--- src/sv/bhc_pkg.sv ---
`default_nettype none

package bhc_pkg;

   localparam int DUTY_W   = 13;
   localparam int PWM_W    = 16;
   localparam int PP_W     = 8;
   localparam int TIME_W   = 32;
   localparam int RPM_W    = 15;
   localparam int NUM_W    = 24;
   localparam int PROD_W   = TIME_W + PP_W;
   localparam int PULSE_W  = DUTY_W + PWM_W;
   localparam int CNT_W    = 5;

   localparam logic [DUTY_W-1:0] DUTY_FULL      = 13'd4096;
   localparam logic [NUM_W-1:0]  RPM_NUMERATOR  = 24'd10000000;
   localparam logic [PWM_W-1:0]  PWM_PERIOD_RST = 16'd1000;
   localparam logic [PP_W-1:0]   PPAIR_RST      = 8'd4;
   localparam logic [PP_W-1:0]   PPAIR_DEF      = 8'd4;

   localparam logic [2:0] CMD_START      = 3'd0;
   localparam logic [2:0] CMD_STOP       = 3'd1;
   localparam logic [2:0] CMD_SET_DUTY   = 3'd2;
   localparam logic [2:0] CMD_HALL_EDGE  = 3'd3;
   localparam logic [2:0] CMD_BREAK      = 3'd4;
   localparam logic [2:0] CMD_CLEAR      = 3'd5;

   localparam logic [1:0] RUN_STOPPED = 2'd0;
   localparam logic [1:0] RUN_RUNNING = 2'd1;
   localparam logic [1:0] RUN_FAULT   = 2'd2;

   localparam logic CSR_PWM_PERIOD = 1'b0;
   localparam logic CSR_PPAIR      = 1'b1;

   typedef enum logic [1:0] {
      CTL_IDLE,
      CTL_EXEC,
      CTL_CALC,
      CTL_DONE
   } ctl_state_type;

   typedef enum logic [1:0] {
      SPD_IDLE,
      SPD_MUL,
      SPD_DIV
   } spd_state_type;

   typedef struct packed {
      logic             busy;
      logic [RPM_W-1:0] rpm;
   } spd_rsp_type;

   // gate bits UH,UL,VH,VL,WH,WL; hall codes 0 and 7 are all off
   function automatic logic [5:0] step_pattern(input logic rev, input logic [2:0] hall);
      logic [5:0] pat;
      if (rev) begin
         case (hall)
            3'd1:    pat = 6'h18;
            3'd2:    pat = 6'h28;
            3'd3:    pat = 6'h12;
            3'd4:    pat = 6'h24;
            3'd5:    pat = 6'h06;
            3'd6:    pat = 6'h21;
            default: pat = 6'h00;
         endcase
      end else begin
         case (hall)
            3'd1:    pat = 6'h24;
            3'd2:    pat = 6'h06;
            3'd3:    pat = 6'h21;
            3'd4:    pat = 6'h18;
            3'd5:    pat = 6'h09;
            3'd6:    pat = 6'h12;
            default: pat = 6'h00;
         endcase
      end
      return pat;
   endfunction

endpackage

`default_nettype wire

--- src/sv/bhc_speed_unit.sv ---
`default_nettype none

module bhc_speed_unit (
   input  wire                                clock,
   input  wire                                reset,
   input  wire                                start,
   input  wire  [bhc_pkg::TIME_W-1:0]         period,
   input  wire  [bhc_pkg::PP_W-1:0]           ppair,
   output bhc_pkg::spd_rsp_type               rsp
);

   bhc_pkg::spd_state_type            state_ff, state_in;
   logic [bhc_pkg::PROD_W-1:0]        mcand_ff, mcand_in;
   logic [bhc_pkg::PP_W-1:0]          mplier_ff, mplier_in;
   logic [bhc_pkg::PROD_W-1:0]        prod_ff, prod_in;
   logic [bhc_pkg::NUM_W-1:0]         num_ff, num_in;
   logic [bhc_pkg::NUM_W-1:0]         rem_ff, rem_in;
   logic [bhc_pkg::NUM_W-1:0]         quo_ff, quo_in;
   logic [bhc_pkg::CNT_W-1:0]         cnt_ff, cnt_in;

   logic [bhc_pkg::NUM_W:0]           rem_sh;
   logic [bhc_pkg::NUM_W:0]           rem_sub;
   logic                              div_fits;
   logic [bhc_pkg::RPM_W-1:0]         rpm_sat;

   // restoring divide, one quotient bit per cycle; remainder stays below 2^24
   assign rem_sh   = {rem_ff, num_ff[bhc_pkg::NUM_W-1]};
   assign div_fits = (prod_ff[bhc_pkg::PROD_W-1:bhc_pkg::NUM_W+1] == '0) &&
                     (rem_sh >= prod_ff[bhc_pkg::NUM_W:0]);
   assign rem_sub  = rem_sh - prod_ff[bhc_pkg::NUM_W:0];

   always_comb begin
      state_in  = state_ff;
      mcand_in  = mcand_ff;
      mplier_in = mplier_ff;
      prod_in   = prod_ff;
      num_in    = num_ff;
      rem_in    = rem_ff;
      quo_in    = quo_ff;
      cnt_in    = cnt_ff;
      case (state_ff)
         bhc_pkg::SPD_IDLE: begin
            if (start) begin
               mcand_in  = {{bhc_pkg::PP_W{1'b0}}, period};
               mplier_in = ppair;
               prod_in   = '0;
               state_in  = bhc_pkg::SPD_MUL;
            end
         end
         bhc_pkg::SPD_MUL: begin
            if (mplier_ff[0]) begin
               prod_in = prod_ff + mcand_ff;
            end
            mcand_in  = mcand_ff << 1;
            mplier_in = mplier_ff >> 1;
            if (mplier_ff[bhc_pkg::PP_W-1:1] == '0) begin
               num_in   = bhc_pkg::RPM_NUMERATOR;
               rem_in   = '0;
               quo_in   = '0;
               cnt_in   = bhc_pkg::CNT_W'(bhc_pkg::NUM_W - 1);
               state_in = bhc_pkg::SPD_DIV;
            end
         end
         bhc_pkg::SPD_DIV: begin
            rem_in = div_fits ? rem_sub[bhc_pkg::NUM_W-1:0] : rem_sh[bhc_pkg::NUM_W-1:0];
            quo_in = {quo_ff[bhc_pkg::NUM_W-2:0], div_fits};
            num_in = num_ff << 1;
            cnt_in = cnt_ff - bhc_pkg::CNT_W'(1);
            if (cnt_ff == '0) begin
               state_in = bhc_pkg::SPD_IDLE;
            end
         end
         default: begin
            state_in = bhc_pkg::SPD_IDLE;
         end
      endcase
   end

   always_ff @(posedge clock) begin
      if (reset) begin
         state_ff <= bhc_pkg::SPD_IDLE;
      end else begin
         state_ff <= state_in;
      end
   end

   always_ff @(posedge clock) begin
      mcand_ff  <= mcand_in;
      mplier_ff <= mplier_in;
      prod_ff   <= prod_in;
      num_ff    <= num_in;
      rem_ff    <= rem_in;
      quo_ff    <= quo_in;
      cnt_ff    <= cnt_in;
   end

   assign rpm_sat = (quo_ff[bhc_pkg::NUM_W-1:bhc_pkg::RPM_W] != '0) ?
                    {bhc_pkg::RPM_W{1'b1}} : quo_ff[bhc_pkg::RPM_W-1:0];
   assign rsp     = {(state_ff != bhc_pkg::SPD_IDLE), rpm_sat};

endmodule

`default_nettype wire

--- src/sv/bldc_hall_six_step_commutator_core.sv ---
// Six-step BLDC commutator driven by hall edge events.
// Request channel (req_valid/req_stall): one command with hall code, timer
// stamp, direction and duty. Each request yields exactly one response on the
// rsp_ channel (rsp_valid/rsp_stall): a snapshot of run state, compares, gate
// pattern, enables, speed, period and counters after the command.
// From request accept, each command passes the execute, calc and done states.
// Calc also holds for a commutation (13-step shift-add duty scaling) and
// for a hall edge that measures speed (8-step serial multiply of period by pole
// pairs, then a 24-step restoring divide). One request is in flight at a time;
// req_stall is high from accept until the response is registered, so a new
// request is taken while the previous response still waits on rsp_stall.
// A held response blocks the next one from being registered, not the request.
// csr_ writes (index 0 pwm_period, index 1 pole pair count) are always ready
// and should be issued while idle.
// Synchronous reset: stopped, forward, duty 0, counters 0, both output
// enables on, pwm_period 1000, 4 pole pairs, no response pending.
`default_nettype none

module bldc_hall_six_step_commutator_core (
   input  wire                              clock,
   input  wire                              reset,
   input  wire                              req_valid,
   output logic                             req_stall,
   input  wire  [2:0]                       req_cmd,
   input  wire  [2:0]                       req_hall_code,
   input  wire  [31:0]                      req_timer_now,
   input  wire                              req_reverse,
   input  wire  [12:0]                      req_duty_in,
   output logic                             rsp_valid,
   input  wire                              rsp_stall,
   output logic [1:0]                       rsp_run_state_out,
   output logic [15:0]                      rsp_compare_u,
   output logic [15:0]                      rsp_compare_v,
   output logic [15:0]                      rsp_compare_w,
   output logic [5:0]                       rsp_gate_pattern,
   output logic                             rsp_comp_outputs_on,
   output logic                             rsp_main_output_on,
   output logic signed [15:0]               rsp_speed_rpm_out,
   output logic [31:0]                      rsp_period_us_out,
   output logic [31:0]                      rsp_commutations,
   output logic [31:0]                      rsp_faults,
   input  wire                              csr_valid,
   output logic                             csr_ready,
   input  wire                              csr_index,
   input  wire  [15:0]                      csr_wdata
);

   localparam int TW = bhc_pkg::TIME_W;
   localparam int PW = bhc_pkg::PULSE_W;

   bhc_pkg::ctl_state_type          ctl_ff, ctl_in;
   logic [1:0]                      run_ff, run_in;
   logic                            dir_ff, dir_in;
   logic [bhc_pkg::DUTY_W-1:0]      duty_ff, duty_in;
   logic [TW-1:0]                   last_ff, last_in;
   logic                            seen_ff, seen_in;
   logic [TW-1:0]                   period_ff, period_in;
   logic [15:0]                     speed_ff, speed_in;
   logic [TW-1:0]                   commut_ff, commut_in;
   logic [TW-1:0]                   fault_ff, fault_in;
   logic [15:0]                     cmp_u_ff, cmp_u_in;
   logic [15:0]                     cmp_v_ff, cmp_v_in;
   logic [15:0]                     cmp_w_ff, cmp_w_in;
   logic [5:0]                      gate_ff, gate_in;
   logic                            comp_en_ff, comp_en_in;
   logic                            main_en_ff, main_en_in;
   logic                            do_comm_ff, do_comm_in;
   logic                            do_spd_ff, do_spd_in;
   logic                            rsp_valid_ff, rsp_valid_in;
   logic [bhc_pkg::PWM_W-1:0]       pwm_period_ff;
   logic [bhc_pkg::PP_W-1:0]        ppair_ff;

   // captured request
   logic [2:0]                      cmd_ff;
   logic [2:0]                      hall_ff;
   logic [TW-1:0]                   now_ff;
   logic                            rev_ff;
   logic [bhc_pkg::DUTY_W-1:0]      dsat_ff;

   // serial duty scaling
   logic [PW-1:0]                   pm_acc_ff, pm_acc_in;
   logic [PW-1:0]                   pm_mcand_ff, pm_mcand_in;
   logic [bhc_pkg::DUTY_W-1:0]      pm_mplier_ff, pm_mplier_in;
   logic [5:0]                      pat_ff, pat_in;

   // response payload
   logic [1:0]                      o_run_ff;
   logic [15:0]                     o_cmp_u_ff, o_cmp_v_ff, o_cmp_w_ff;
   logic [5:0]                      o_gate_ff;
   logic                            o_comp_ff, o_main_ff;
   logic [15:0]                     o_speed_ff;
   logic [TW-1:0]                   o_period_ff, o_commut_ff, o_fault_ff;

   logic                            req_accept;
   logic                            out_load;
   logic                            spd_start;
   logic [TW-1:0]                   edge_diff;
   logic [bhc_pkg::PP_W-1:0]        pp_eff;
   logic [15:0]                     pulse;
   logic [15:0]                     rpm_ext;
   logic [bhc_pkg::DUTY_W-1:0]      req_dsat;
   bhc_pkg::spd_rsp_type            spd_rsp;

   assign req_stall  = (ctl_ff != bhc_pkg::CTL_IDLE);
   assign req_accept = req_valid && !req_stall;
   assign out_load   = (ctl_ff == bhc_pkg::CTL_DONE) && (!rsp_valid_ff || !rsp_stall);
   assign csr_ready  = 1'b1;
   assign req_dsat   = (req_duty_in > bhc_pkg::DUTY_FULL) ? bhc_pkg::DUTY_FULL : req_duty_in;
   assign edge_diff  = now_ff - last_ff;
   assign pp_eff     = (ppair_ff == '0) ? bhc_pkg::PPAIR_DEF : ppair_ff;
   assign pulse      = pm_acc_ff[27:12];
   assign rpm_ext    = {1'b0, spd_rsp.rpm};

   bhc_speed_unit u_speed (
      .clock      (clock),
      .reset      (reset),
      .start      (spd_start),
      .period     (edge_diff),
      .ppair      (pp_eff),
      .rsp        (spd_rsp)
   );

   always_comb begin
      ctl_in       = ctl_ff;
      run_in       = run_ff;
      dir_in       = dir_ff;
      duty_in      = duty_ff;
      last_in      = last_ff;
      seen_in      = seen_ff;
      period_in    = period_ff;
      speed_in     = speed_ff;
      commut_in    = commut_ff;
      fault_in     = fault_ff;
      cmp_u_in     = cmp_u_ff;
      cmp_v_in     = cmp_v_ff;
      cmp_w_in     = cmp_w_ff;
      gate_in      = gate_ff;
      comp_en_in   = comp_en_ff;
      main_en_in   = main_en_ff;
      do_comm_in   = do_comm_ff;
      do_spd_in    = do_spd_ff;
      pm_acc_in    = pm_acc_ff;
      pm_mcand_in  = pm_mcand_ff;
      pm_mplier_in = pm_mplier_ff;
      pat_in       = pat_ff;
      rsp_valid_in = rsp_valid_ff && rsp_stall;
      spd_start    = 1'b0;
      case (ctl_ff)
         bhc_pkg::CTL_IDLE: begin
            if (req_accept) begin
               ctl_in = bhc_pkg::CTL_EXEC;
            end
         end
         bhc_pkg::CTL_EXEC: begin
            do_comm_in   = 1'b0;
            do_spd_in    = 1'b0;
            pm_acc_in    = '0;
            pm_mcand_in  = {{bhc_pkg::DUTY_W{1'b0}}, pwm_period_ff};
            pm_mplier_in = '0;
            case (cmd_ff)
               bhc_pkg::CMD_START: begin
                  if (run_ff != bhc_pkg::RUN_FAULT) begin
                     dir_in       = rev_ff;
                     duty_in      = dsat_ff;
                     run_in       = bhc_pkg::RUN_RUNNING;
                     comp_en_in   = 1'b1;
                     do_comm_in   = 1'b1;
                     pat_in       = bhc_pkg::step_pattern(rev_ff, hall_ff);
                     pm_mplier_in = dsat_ff;
                  end
               end
               bhc_pkg::CMD_STOP: begin
                  run_in     = bhc_pkg::RUN_STOPPED;
                  duty_in    = '0;
                  cmp_u_in   = '0;
                  cmp_v_in   = '0;
                  cmp_w_in   = '0;
                  gate_in    = '0;
                  comp_en_in = 1'b0;
               end
               bhc_pkg::CMD_SET_DUTY: begin
                  duty_in = dsat_ff;
               end
               bhc_pkg::CMD_HALL_EDGE: begin
                  if (run_ff == bhc_pkg::RUN_RUNNING) begin
                     if (seen_ff) begin
                        period_in = edge_diff;
                        if (edge_diff != '0) begin
                           spd_start = 1'b1;
                           do_spd_in = 1'b1;
                        end
                     end
                     last_in      = now_ff;
                     seen_in      = 1'b1;
                     do_comm_in   = 1'b1;
                     pat_in       = bhc_pkg::step_pattern(dir_ff, hall_ff);
                     pm_mplier_in = duty_ff;
                  end
               end
               bhc_pkg::CMD_BREAK: begin
                  run_in     = bhc_pkg::RUN_FAULT;
                  fault_in   = fault_ff + TW'(1);
                  speed_in   = '0;
                  duty_in    = '0;
                  main_en_in = 1'b0;
               end
               bhc_pkg::CMD_CLEAR: begin
                  if (run_ff == bhc_pkg::RUN_FAULT) begin
                     main_en_in = 1'b1;
                     run_in     = bhc_pkg::RUN_STOPPED;
                  end
               end
               default: begin
               end
            endcase
            ctl_in = bhc_pkg::CTL_CALC;
         end
         bhc_pkg::CTL_CALC: begin
            if (pm_mplier_ff != '0) begin
               if (pm_mplier_ff[0]) begin
                  pm_acc_in = pm_acc_ff + pm_mcand_ff;
               end
               pm_mcand_in  = pm_mcand_ff << 1;
               pm_mplier_in = pm_mplier_ff >> 1;
            end else if (!spd_rsp.busy) begin
               if (do_comm_ff) begin
                  cmp_u_in  = pat_ff[5] ? pulse : 16'd0;
                  cmp_v_in  = pat_ff[3] ? pulse : 16'd0;
                  cmp_w_in  = pat_ff[1] ? pulse : 16'd0;
                  gate_in   = pat_ff;
                  commut_in = commut_ff + TW'(1);
               end
               if (do_spd_ff) begin
                  speed_in = dir_ff ? (16'd0 - rpm_ext) : rpm_ext;
               end
               ctl_in = bhc_pkg::CTL_DONE;
            end
         end
         bhc_pkg::CTL_DONE: begin
            if (out_load) begin
               rsp_valid_in = 1'b1;
               ctl_in       = bhc_pkg::CTL_IDLE;
            end
         end
         default: begin
            ctl_in = bhc_pkg::CTL_IDLE;
         end
      endcase
   end

   always_ff @(posedge clock) begin
      if (reset) begin
         ctl_ff        <= bhc_pkg::CTL_IDLE;
         run_ff        <= bhc_pkg::RUN_STOPPED;
         dir_ff        <= 1'b0;
         duty_ff       <= '0;
         last_ff       <= '0;
         seen_ff       <= 1'b0;
         period_ff     <= '0;
         speed_ff      <= '0;
         commut_ff     <= '0;
         fault_ff      <= '0;
         cmp_u_ff      <= '0;
         cmp_v_ff      <= '0;
         cmp_w_ff      <= '0;
         gate_ff       <= '0;
         comp_en_ff    <= 1'b1;
         main_en_ff    <= 1'b1;
         do_comm_ff    <= 1'b0;
         do_spd_ff     <= 1'b0;
         pm_mplier_ff  <= '0;
         rsp_valid_ff  <= 1'b0;
      end else begin
         ctl_ff        <= ctl_in;
         run_ff        <= run_in;
         dir_ff        <= dir_in;
         duty_ff       <= duty_in;
         last_ff       <= last_in;
         seen_ff       <= seen_in;
         period_ff     <= period_in;
         speed_ff      <= speed_in;
         commut_ff     <= commut_in;
         fault_ff      <= fault_in;
         cmp_u_ff      <= cmp_u_in;
         cmp_v_ff      <= cmp_v_in;
         cmp_w_ff      <= cmp_w_in;
         gate_ff       <= gate_in;
         comp_en_ff    <= comp_en_in;
         main_en_ff    <= main_en_in;
         do_comm_ff    <= do_comm_in;
         do_spd_ff     <= do_spd_in;
         pm_mplier_ff  <= pm_mplier_in;
         rsp_valid_ff  <= rsp_valid_in;
      end
   end

   always_ff @(posedge clock) begin
      if (reset) begin
         pwm_period_ff <= bhc_pkg::PWM_PERIOD_RST;
         ppair_ff      <= bhc_pkg::PPAIR_RST;
      end else if (csr_valid && csr_ready) begin
         case (csr_index)
            bhc_pkg::CSR_PWM_PERIOD: pwm_period_ff <= csr_wdata;
            bhc_pkg::CSR_PPAIR:      ppair_ff      <= csr_wdata[bhc_pkg::PP_W-1:0];
            default: begin
            end
         endcase
      end
   end

   always_ff @(posedge clock) begin
      pm_acc_ff   <= pm_acc_in;
      pm_mcand_ff <= pm_mcand_in;
      pat_ff      <= pat_in;
      if (req_accept) begin
         cmd_ff  <= req_cmd;
         hall_ff <= req_hall_code;
         now_ff  <= req_timer_now;
         rev_ff  <= req_reverse;
         dsat_ff <= req_dsat;
      end
      if (out_load) begin
         o_run_ff    <= run_ff;
         o_cmp_u_ff  <= cmp_u_ff;
         o_cmp_v_ff  <= cmp_v_ff;
         o_cmp_w_ff  <= cmp_w_ff;
         o_gate_ff   <= gate_ff;
         o_comp_ff   <= comp_en_ff;
         o_main_ff   <= main_en_ff;
         o_speed_ff  <= speed_ff;
         o_period_ff <= period_ff;
         o_commut_ff <= commut_ff;
         o_fault_ff  <= fault_ff;
      end
   end

   assign rsp_valid           = rsp_valid_ff;
   assign rsp_run_state_out   = o_run_ff;
   assign rsp_compare_u       = o_cmp_u_ff;
   assign rsp_compare_v       = o_cmp_v_ff;
   assign rsp_compare_w       = o_cmp_w_ff;
   assign rsp_gate_pattern    = o_gate_ff;
   assign rsp_comp_outputs_on = o_comp_ff;
   assign rsp_main_output_on  = o_main_ff;
   assign rsp_speed_rpm_out   = o_speed_ff;
   assign rsp_period_us_out   = o_period_ff;
   assign rsp_commutations    = o_commut_ff;
   assign rsp_faults          = o_fault_ff;

   a_accept_exec: assert property (@(posedge clock) disable iff (reset)
      req_accept |=> (ctl_ff == bhc_pkg::CTL_EXEC))
      else $error("request accepted without entering execute");

   a_idle_quiet: assert property (@(posedge clock) disable iff (reset)
      (ctl_ff == bhc_pkg::CTL_IDLE) |-> (!spd_rsp.busy && (pm_mplier_ff == '0)))
      else $error("arithmetic still busy while idle");

   a_commut_calc: assert property (@(posedge clock) disable iff (reset)
      !$stable(commut_ff) |-> ($past(ctl_ff) == bhc_pkg::CTL_CALC))
      else $error("commutation count moved outside calc");

   a_done_out: assert property (@(posedge clock) disable iff (reset)
      ((ctl_ff == bhc_pkg::CTL_DONE) && !rsp_valid_ff) |=> rsp_valid_ff)
      else $error("finished request not presented");

endmodule

`default_nettype wire

--- config.mk ---
export PLATFORM = sky130hd
export DESIGN_NAME = bldc_hall_six_step_commutator_core
export DESIGN_NICKNAME = d
export VERILOG_FILES = /design/src/sv/bhc_pkg.sv /design/src/sv/bhc_speed_unit.sv /design/src/sv/bldc_hall_six_step_commutator_core.sv
export SDC_FILE = /design/constraint.sdc
export NUM_CORES = 1
export LEC_CHECK = 0
export BUFFER_PORTS_ARGS = -buffer_cell sky130_fd_sc_hd__clkbuf_2
export CAP_MARGIN = 5
export CORE_MARGIN = 1.5
export CORE_UTILIZATION = 35
export CTS_CLUSTER_DIAMETER = 80
export DETAILED_ROUTE_END_ITERATION = 16
export PLACE_DENSITY = 0.58
export SLEW_MARGIN = 20
export SYNTH_ARGS = -nofsm -noshare
export SYNTH_HDL_FRONTEND = slang
export SYNTH_SLANG_ARGS = --single-unit
--- constraint.sdc ---
create_clock -name clock -period 21.1 [get_ports clock]
set_clock_uncertainty 0.05 [all_clocks]
set_input_delay 4.22 -clock clock [delete_from_list [all_inputs] [get_ports clock]]
set_output_delay 4.22 -clock clock [all_outputs]
set_load 0.02 [all_outputs]
## Yosys cells after proc, flatten, opt, wreduce, memory -nomap -nowiden

Index checks and enable logic that the tools add are counted.

| word-level totals | value |
|---|---|
| bits in registers | 712 |
| logic and storage cells | 237 |
| output and inout bits | 173 |

| operators by class | value |
|---|---|
| bitwise operators | 3 |
| reductions and logical operators | 50 |
| $add $sub $neg | 8 |
| magnitude comparators | 2 |
| muxes and demuxes | 89 |
| eq/ne operators | 36 |

Operators by type and width:

| cell | number |
|---|---|
| $mux 16 | 18 |
| $pmux 40 s2 | 2 |
| $pmux 24 s2 | 3 |
| $pmux 16 s2 | 4 |
| $mux 40 | 3 |
| $pmux 29 s2 | 2 |
| $mux 29 | 3 |
| $mux 24 | 3 |
| $pmux 6 s6 | 2 |
| $add 32x1->32 const B | 2 |
| $mux 13 | 4 |
| $pmux 13 s2 | 2 |
| $mux 6 | 8 |
| $add 40x40->40 | 1 |
| $pmux 13 s3 | 1 |
| $reduce_bool 32->1 | 1 |
| $sub 32x32->32 | 1 |
| $add 29x29->29 | 1 |
| $ne 2x2->1 const B | 13 |
| $ge 25x25->1 | 1 |
| $pmux 6 s2 | 2 |
| $reduce_and 3->1 | 8 |
| $sub 24x24->24 | 1 |
| $reduce_and 4->1 | 5 |
| other kinds (37) | 97 |

## Depth between registers and ports, before layout

Gate-level depths: netlist (run 1).

| logic depth | value |
|---|---|
| word-level depth | 9 |
| gate-level depth with buffers | 13 |

## Hierarchy

From an unflattened synthesis (run 1), not the netlist that was laid out.

| unflattened totals | value |
|---|---|
| cells, all modules | 3214 |
| area total of the unflattened synthesis | 33059.2 µm² |

By module, submodules not included:

| module | sequential area each (µm²) | area each (µm²) | instances | cells each |
|---|---|---|---|---|
| bldc_hall_six_step_commutator_core | 13713.2 | 22740.6 | 1 | 2138 |
| bhc_speed_unit | 4784.6 | 10318.6 | 1 | 1076 |

## Worst setup path before layout (run 1)

Ideal clock, no wire load.

| timing | value |
|---|---|
| kind | input -> register |
| start point | in rsp_stall |
| end point | reg o_commut_ff[0] (netlist: rsp_commutations[0]) (enable) |
| buffers on the path | 0 |
| slack | 3654 ps |
| data arrival time | 16435 ps |
| stages on the path | 1 |
| required time | 20089 ps |
| cell sequence | a21boi_0 |

| on the way | value |
|---|---|
| word-level cells in the longest chain between the ends | 3 |

RTL lines:

| item | RTL line | text |
|---|---|---|
| from (decl) | bldc_hall_six_step_commutator_core.sv:30 | `input wire rsp_stall,` |
| $logic_not 1->1 | bldc_hall_six_step_commutator_core.sv:106 | `assign out_load = (ctl_ff == bhc_pkg::CTL_DONE) && (!rsp_valid_ff \|\| !rsp_stall);` |
| $logic_or 1x1->1 | bldc_hall_six_step_commutator_core.sv:106 |  |
| $logic_and 1x1->1 | bldc_hall_six_step_commutator_core.sv:106 |  |
| to (signal assigned) | bldc_hall_six_step_commutator_core.sv:332 | `o_commut_ff <= commut_ff;` |
| to (decl) | bldc_hall_six_step_commutator_core.sv:92 | `logic [TW-1:0] o_period_ff, o_commut_ff, o_fault_ff;` |

Every way passes these cells.
A chain may end at the register's enable or synchronous reset.

## Worst setup path after layout (run 1)

| timing | value |
|---|---|
| start point | in rsp_stall |
| end point | reg o_period_ff[30] (netlist: rsp_period_us_out[30]) (enable) |

| on the way | value |
|---|---|
| word-level cells in the longest chain between the ends | 3 |

RTL lines:

| item | RTL line | text |
|---|---|---|
| $logic_not 1->1 | bldc_hall_six_step_commutator_core.sv:106 |  |
| $logic_or 1x1->1 | bldc_hall_six_step_commutator_core.sv:106 |  |
| $logic_and 1x1->1 | bldc_hall_six_step_commutator_core.sv:106 |  |
| via out_load | bldc_hall_six_step_commutator_core.sv:95 | `logic out_load;` |
| to (signal assigned) | bldc_hall_six_step_commutator_core.sv:331 | `o_period_ff <= period_ff;` |
| to (decl) | bldc_hall_six_step_commutator_core.sv:92 |  |

The timed path passes the listed nets, and every way through them passes these cells.

==> results of run 1 <==
## critical path: stages
cell and delay [ns]:
sky130_fd_sc_hd__clkbuf_2 0.12, sky130_fd_sc_hd__a21boi_4 0.84, sky130_fd_sc_hd__buf_4 0.83
## power by group
part           switching [W]  internal (W)  leakage, nW  total, W
sequential         0.0000896       0.00164         6.20   0.00173
combinational       0.000564      0.000311         6.25  0.000875
clock               0.000576      0.000843         1.31   0.00142
total                0.00123       0.00280         13.8   0.00403
## layout make-up
type                       instances  area [sq um]
antenna                            1         2.502
clock buffer                     108          2253
clock inverter                    42         460.4
fill                            8913         54130
inverter                         107         401.6
multi-input combinational       2147         13090
sequential                       703         18500
tap                             1243          1555
timing repair buffer             269          1415
## state kept, by name, indices dropped and copies added, names as in the netlist, 32 cells and up
register	flops
commut_ff	32
fault_ff	32
last_ff	32
now_ff	32
period_ff	32
rsp_commutations	32
rsp_faults	32
rsp_period_us_out	32
u_speed.mcand_ff	40
u_speed.prod_ff	40
## placed cells by master, fill, tap and decap left out, types with 19 or more instances in the layout
| master | count |
|---|---|
| sky130_fd_sc_hd__edfxtp_1 | 442 |
| sky130_fd_sc_hd__nor2_1 | 374 |
| sky130_fd_sc_hd__nand2_1 | 354 |
| sky130_fd_sc_hd__dfxtp_1 | 261 |
| sky130_fd_sc_hd__a21oi_1 | 244 |
| sky130_fd_sc_hd__clkbuf_2 | 244 |
| sky130_fd_sc_hd__ha_1 | 130 |
| sky130_fd_sc_hd__o21ai_0 | 111 |
| sky130_fd_sc_hd__inv_1 | 106 |
| sky130_fd_sc_hd__clkbuf_16 | 85 |
| sky130_fd_sc_hd__and2_1 | 75 |
| sky130_fd_sc_hd__xnor2_1 | 74 |
| sky130_fd_sc_hd__nand3_1 | 70 |
| sky130_fd_sc_hd__xor2_1 | 69 |
| sky130_fd_sc_hd__a22oi_1 | 64 |
| sky130_fd_sc_hd__nor3_1 | 61 |
| sky130_fd_sc_hd__a21o_1 | 46 |
| sky130_fd_sc_hd__a211oi_1 | 37 |
| sky130_fd_sc_hd__nor2b_1 | 35 |
| sky130_fd_sc_hd__nand2b_1 | 32 |
| sky130_fd_sc_hd__or3_1 | 29 |
| sky130_fd_sc_hd__nand4_1 | 25 |
| sky130_fd_sc_hd__buf_4 | 24 |
| sky130_fd_sc_hd__and3_1 | 23 |
| sky130_fd_sc_hd__nor3b_1 | 23 |
| sky130_fd_sc_hd__clkbuf_1 | 19 |
## through the flow
| stage | hold slack (ns) | cell area [sq um] | worst slack (ns) | util | instances |
|---|---|---|---|---|---|
| after CTS | 0.3772 | 37660 | 15.16 | 0.4103 | 4619 |
| final | 0.3781 | 37670 | 15.17 | 0.4104 | 4620 |
| after global placement | 0.3643 | 34940 | 14.56 | 0.3807 | 4469 |
| after detailed placement | 0.3675 | 34950 | 14.50 | 0.3807 | 4469 |
| after global routing | 0.3854 | 37670 | 15.08 | 0.4104 | 4620 |
| after floorplan | 0.3581 | 32440 | 3.654 | - | 3091 |
## final timing paths
path	start	end	slack, ns	cells past startpoint
worst max-delay path	rsp_stall	rsp_period_us_out[30]$_DFFE_PP_	15.17	3
worst max register to register	now_ff[0]$_DFFE_PP_	u_speed.mcand_ff[0]$_SDFFCE_PP0P_	16.35	15
worst min register to register	speed_ff[2]$_SDFFE_PP0P_	rsp_speed_rpm_out[2]$_DFFE_PP_	0.38	0
worst min-delay path	speed_ff[2]$_SDFFE_PP0P_	rsp_speed_rpm_out[2]$_DFFE_PP_	0.38	0
## cells in the mapped netlist (32+ instances only)
master                     count  share of area
sky130_fd_sc_hd__ha_1        131          0.051
sky130_fd_sc_hd__a21o_1       46          0.011
sky130_fd_sc_hd__a22oi_1      64          0.015
sky130_fd_sc_hd__nor2b_1      37         0.0071
sky130_fd_sc_hd__dfxtp_1     261           0.16
sky130_fd_sc_hd__xnor2_1      74          0.020
sky130_fd_sc_hd__a211oi_1     37         0.0086
sky130_fd_sc_hd__xor2_1       69          0.019
sky130_fd_sc_hd__a21oi_1     245          0.038
sky130_fd_sc_hd__nand2_1     356          0.041
sky130_fd_sc_hd__inv_1       106          0.012
sky130_fd_sc_hd__nor2_1      374          0.043
sky130_fd_sc_hd__o21ai_0     111          0.017
sky130_fd_sc_hd__nor3_1       61         0.0094
sky130_fd_sc_hd__clkbuf_1    114          0.013
sky130_fd_sc_hd__nand3_1      70          0.011
sky130_fd_sc_hd__edfxtp_1    442           0.41
sky130_fd_sc_hd__and2_1       76          0.015
sky130_fd_sc_hd__nand2b_1     32         0.0062
## layer usage
| layer | GRT usage | share of wire | vias to the layer above |
|---|---|---|---|
| met5 | 0 | 0.00041 | - |
| met4 | 0.04766 | 0.022 | 4 |
| met3 | 0.02471 | 0.040 | 111 |
| met2 | 0.2444 | 0.44 | 435 |
| met1 | 0.2259 | 0.49 | 10700 |
| li1 | - | - | 11500 |
## kinds of logic (layout without fill, tap and decap cells)
family                   after synthesis  after routing  share of synthesized area
adder cells (fa/ha/maj)              135            135                    0.05299
XOR/XNOR                             143            143                    0.03861
flip-flops                           703            703                     0.5702
AO/OA/AOI/OAI                        659            659                     0.1291
multiplexers                          34             34                    0.01111
other                                  1              2                  0.0001156
buffers and inverters                241            526                    0.02862
AND/OR/NAND/NOR                     1175           1175                     0.1692
==> results.md, run 1 <==
- The effective utilization at floorplan is 0.3534.
- Across all layers, the routed design uses 22,740 vias.
- The per-cell via count in the routed design is 4.922.
- The hold violation count in the final report is 0.
- Once detail routing completed, the nets flagged for antenna violations numbered 0.
- The floorplan die width is 307.4 um.
- The remaining global-route overflow is 0.
- The classification of the worst setup path is input pin to flop.
- In the global route stage, overall resource usage came out at 0.1576.
- For this run, design rule violations remaining after detail routing come to 0.
- For the worst setup path, the data required time is 21.31 ns.
- The mean routed wirelength per cell is 16.34 um.
- The H-tree was split into 3 levels.
- 247 I/O pins were placed.
- The cell area after synthesis is 32,440 sq um.
- In the final layout, the share of cells above drive strength 1 is 0.1374.
- The register bit count reported by yosys is 703.
- After synthesis, the share of flip-flops with an asynchronous set or reset is 0.
- The buffer depth of the longest clock path is 3.
- The post-layout minimum cycle time is 5.927 ns.
- Compared with the post-synthesis result, the final layout area differs by 16.13%.
- When the netlist entered floorplanning its net count stood at 3,300.
- The number of different library cells used by synthesis comes to 94.
- The final-layout setup total negative slack is 0 ns.
- Derived from the worst setup path, the maximum achievable clock frequency is 168.7 MHz.
- The power density relative to cell area is 106.9 nW/um^2.
- The number of max-slew violations in the final report came to 0.
- The worst hold path belongs to the class flop to flop.
- The cell count after synthesis is 3,091.
- A synthesized cell averages 10.49 sq um.
- The static leakage is 13.76 nW.
- For this run, the number of Yosys warnings is 0.
- The TritonCTS buffer count is 80.
- The largest net degree at the start of global routing is 130.
- After legalization and detailed placement, the total HPWL measured 52,390 um.
- The category of the worst setup path launch point is an input pin.
- Setup repair after global routing left no endpoint under its margin.
- The die height is 307.4 um.
- The type of destination of the critical path is a flop.
- The clock sink count is 703.
- The aggregate routed wire length is 75,500 um.
- The share of the clock period used by the worst path after layout is 0.2809.
- Across the run, the number of max-cap violations was 0.
- Of the synthesized area, sequential elements account for 0.5702.
- The congestion estimate from routability-driven global placement came to 0.8432.
- The number of enable flip-flop cells after synthesis is 442.
- For the worst-skew pair, the clock arrives at the later sink with an insertion delay of 0.65 ns.
- Buffers placed on the I/O ports in this run total 245.
- The number of hold-repair buffers added at the cts stage is 0.
- The first-pass GRT wire length is 119,700 um.
- For this block, the initial DRC count from the detailed router was 1,449.
- The predominant post-synthesis flop cell is sky130_fd_sc_hd__edfxtp_1.
- The placement row count is 111.
- The design draws 0.004026 W.
- The detailed-routing iteration count for the pre-antenna-repair pass is 7.
- The number of antenna violations at the first check in global routing was 3.
- The area inside the core boundary is 91,800 sq um.
- The worst-case IR drop observed on VDD is 55.78 uV.
- The final setup violation count is 0.
- The maximum fanout along the worst path is 67.
- The die covers 94,520 sq um.
- The number of instances resized during post-cts repair is 0.
- At the worst endpoint, the arrival time is 6.14 ns.
- At the pin with the least slew margin, the transition time is 1.095 ns.
- The clock root buffer is sky130_fd_sc_hd__clkbuf_16.
- The via count of the first global-routing pass is 21,660.
- TritonCTS built the clock tree.
- The run finished with clean final reports.
- The worst pin sits at a relative slew slack of 0.2701.
- The post-layout net count is 3,517.
- In this run the post-CTS setup repair buffer count came out at 0.
- The clock slew at the register clock pins of the worst setup and hold paths is 0.06 ns.
(Power assumes the default switching activity.)
==> run 2, diff against run 1 <==
ABC_AREA = 1   (was default)
PLACE_DENSITY = 0.6   (was 0.58)
clock period = 5 ns   (was 21.1 ns; I/O delays follow)
==> run 2 against run 1 <==
  * Flip-flop and latch count is the same
  * Critical path type is now flop to flop
  * Final area grew 4.9%
  * Worst setup slack lost 14 ns
==> results.md, run 2 <==
- The clock sink count is 703.
- TritonCTS built the clock tree.
- Setup repair after global routing left no endpoint under its margin.
- The buffer depth of the longest clock path is 3.
- Routability-driven placement finished with a final weighted congestion of 0.9000.
- The static leakage is 16.00 nW.
- The TritonCTS buffer count is 80.
- The placed wire-length estimate after detailed placement is 63,220 um.
- Dividing the detail-routed wire length by the instance count gives 15.74 um.
- Setup violations remaining at the end of the flow were counted as 0.
- In this run the worst hold path is classified as flop to flop.
- The die footprint is 99,450 sq um.
- The flow ran to the end, and the final reports show no timing, DRC or antenna violations.
- The number of top-level pins is 247.
- The depth of the CTS H-tree is 3.
- The routed design has 86,800 um of wire.
- The worst-case IR drop observed on VDD is 279.9 uV.
- The clock latency on the worst-skew pair is 0.65 ns.
- Walking the worst path, the cells encountered are nor2_2, nand3_1, nor2_1, inv_2, buf_4, nor2_4, nand3_1, nand2_2, buf_12.
- In the finished design, the share of the clock period the worst path needs comes to 0.7361.
- STA classifies the critical path endpoint as a flop.
- The first global-routing pass estimated 137,400 um of wire.
- The category of the worst setup path launch point is a flop.
- The worst setup path is of the flop to flop kind.
- Summed over all failing endpoints, the final setup total negative slack is 0 ns.
- The number of library cell types mapped by synthesis is 60.
- The die is 315.4 um tall.
- The cell count after synthesis is 3,926.
- The DRC violation total after the first TritonRoute iteration is 1,983.
- The final layout contains 4,380 nets.
- The proportion of register bits with asynchronous set or reset after synthesis is 0.
- The number of nets handed over by synthesis was 4,135.
- The total DRC errors in the routed layout is 0.
- The floorplan die width is 315.4 um.
- After synthesis, the most frequently instantiated cells are sky130_fd_sc_hd__nand2_1, sky130_fd_sc_hd__inv_1, sky130_fd_sc_hd__edfxtp_1, sky130_fd_sc_hd__nor2_1, sky130_fd_sc_hd__a21oi_1.
- After filler insertion, the fill cell instance count of the layout stands at 9,793.
- The core region is 96,710 sq um.
- The detail route stage leaves a number of antenna-violating nets equal to 0.
- The placement row count is 114.
- Entering global routing, the biggest net connects 104 pins.
- At the pin with the least slew margin, the transition time is 0.9863 ns.
- Global routing finished with a remaining overflow of 0.
- Along the worst path, the maximum fanout reaches 61.
- The number of enable flip-flop cells after synthesis is 442.
- The share of synthesized area in the top cell type comes to 0.3887.
- Of the cells placed in the final design, the portion with a size suffix greater than 1 is 0.1031.
- The total power of the final layout is 0.01747 W.
- The number of max-cap violations is 0.
- Gates resized during post-CTS repair numbered 0.
- Clock-pin slew was measured on the worst setup and hold paths at 0.06 ns.
- Buffers inserted to repair hold after CTS numbered 0.
- The clock root buffer is sky130_fd_sc_hd__clkbuf_16.
- Sorting the synthesized cells by area gives the leading types as sky130_fd_sc_hd__edfxtp_1, sky130_fd_sc_hd__dfxtp_1, sky130_fd_sc_hd__nand2_1, sky130_fd_sc_hd__inv_1, sky130_fd_sc_hd__a21oi_1.
- The worst path needs 3.680 ns of the cycle, external delays included.
- The number of max-slew violations in the final report is 0.
- The post-CTS setup buffer count is 0.
- The via count of the first global-routing pass is 25,600.
- The average instance area after synthesis is 8.698 sq um.
- Summing over every cut layer, the via total after detailed routing is 26,780.
- The sequential standard cell area is 18,500 sq um.
- The number of antenna violations at the first check in global routing came to 12.
- After synthesis the cells add up to 34,150 sq um.
- In this run the tightest slew margin relative to its limit is 0.3425.
- The top achievable clock speed is 271.7 MHz.
- The proportion of synthesized chip area in sequential cells is 0.5417.
- The largest registers in the layout are u_speed.mcand_ff x40, u_speed.prod_ff x40.
- The per-cell via count in the routed design is 4.856.
- The combined global-route utilization of all metal layers is 0.1724.
- The count of input and output buffers is 245.
- For the worst setup path, the data arrival time is 3.96 ns.
- By instance count, the leading cell after synthesis is sky130_fd_sc_hd__nand2_1.
- The worst-case hold slack is 0.3714 ns.
- The slowest stage of the critical path is the sky130_fd_sc_hd__nor2_1 cell.
- In this design, the critical path's most frequently occurring cell is sky130_fd_sc_hd__nand3_1.
- The cell taking the most area after synthesis is sky130_fd_sc_hd__edfxtp_1.
- The layout overhead on the synthesized area is 15.76%.
- STA puts the critical path data required time at 5.28 ns.
- The effective utilization at floorplan is 0.3531.
- The count of synthesis-stage warnings from yosys is 0.
- The critical path's largest stage delay is 0.64 ns.
- Counting flops and latches in the post-synthesis netlist gives 703.
- The hold violation count in the final report is 0.
- The most common cell after layout, fill and taps aside is sky130_fd_sc_hd__nand2_1.
- The library cells used most frequently in the layout, excluding fill and tap cells, are sky130_fd_sc_hd__nand2_1, sky130_fd_sc_hd__inv_1, sky130_fd_sc_hd__edfxtp_1.
- The power density relative to cell area is 441.9 nW/um^2.
- The area used by multi-input combinational logic is 13,260 sq um.
- The predominant post-synthesis flop cell is sky130_fd_sc_hd__edfxtp_1.
- Before antenna repair, the detailed router went through 6 iterations.
-- run 2: cell count changes after synthesis, sizes merged, moves of 51 or more --
cell	delta
a21oi	+133
inv	+420
xnor2	-51
a22oi	-63
and2	-75
nand2	+540
o21ai	+164
-- run 2: layout make-up --
type	count	share of cell area
flip-flops and latches	703	0.4680
multi-input cells	2585	0.3355
clock buffers	117	0.05967
inverters	532	0.05055
well taps	1276	0.04039
repair buffers	269	0.03659
clock inverters	31	0.009243
diodes	1	0.00006331
-- run 2: cells by family (layout without fill, tap and decap cells) --
logic type,count (synthesis),count (layout),share of synthesized area
AOI/OAI and AO/OA,809,809,0.1298
DFF,703,703,0.5417
adders and majority gates,135,135,0.05034
buffers and inverters,638,949,0.07130
xor gates and xnor gates,69,69,0.01770
other,1,2,0.0001098
and+or+nand+nor,1571,1571,0.1891
-- run 2: routing by layer --
layer | GRT usage | up-vias | share of wire
met5 | 0 | - | 0.0017
met4 | 0.04219 | 24 | 0.018
met3 | 0.04165 | 120 | 0.062
met2 | 0.2703 | 567 | 0.44
met1 | 0.2392 | 12400 | 0.48
li1 | - | 13660 | -
-- run 2: worst max-delay path: cells and delay by family, from the launching register on --
family | cells | cell delay [ns]
DFF | 1 | 0.48
buffers and inverters | 3 | 0.59
and+or+nand+nor | 6 | 2.23
-- run 2: worst paths after layout --
check                                              start                             to  slack (ns)  cells past startpoint
worst min register to register  cmp_w_ff[1]$_SDFFE_PP0P_     rsp_compare_w[1]$_DFFE_PP_        0.37                      0
worst max register to register       cmd_ff[2]$_DFFE_PP_  u_speed.mcand_ff[5]$_DFFE_PP_        1.32                      9
worst min-delay path            cmp_w_ff[1]$_SDFFE_PP0P_     rsp_compare_w[1]$_DFFE_PP_        0.37                      0
worst max-delay path                 cmd_ff[2]$_DFFE_PP_  u_speed.mcand_ff[5]$_DFFE_PP_        1.32                      9
-- run 2: through the flow --
stage | instance area [sq um] | setup slack [ns] | instances | util
floorplan | 34160 | 0.6338 | 3926 | -
global route | 39530 | 0.9744 | 5513 | 0.4087
global placement | 36800 | 1.351 | 5365 | 0.3806
detailed placement | 36800 | 1.234 | 5365 | 0.3806
CTS | 39530 | 1.212 | 5513 | 0.4087
finish | 39530 | 1.320 | 5514 | 0.4087
-- run 2: report_power, final --
| group | internal (W) | leakage (nW) | total (W) | switching [W] |
|---|---|---|---|---|
| Sequential | 0.00703 | 6.17 | 0.00743 | 0.000397 |
| Combinational | 0.00119 | 8.50 | 0.00405 | 0.00286 |
| Clock | 0.00357 | 1.32 | 0.00599 | 0.00243 |
| Total | 0.0118 | 16.0 | 0.0175 | 0.00568 |
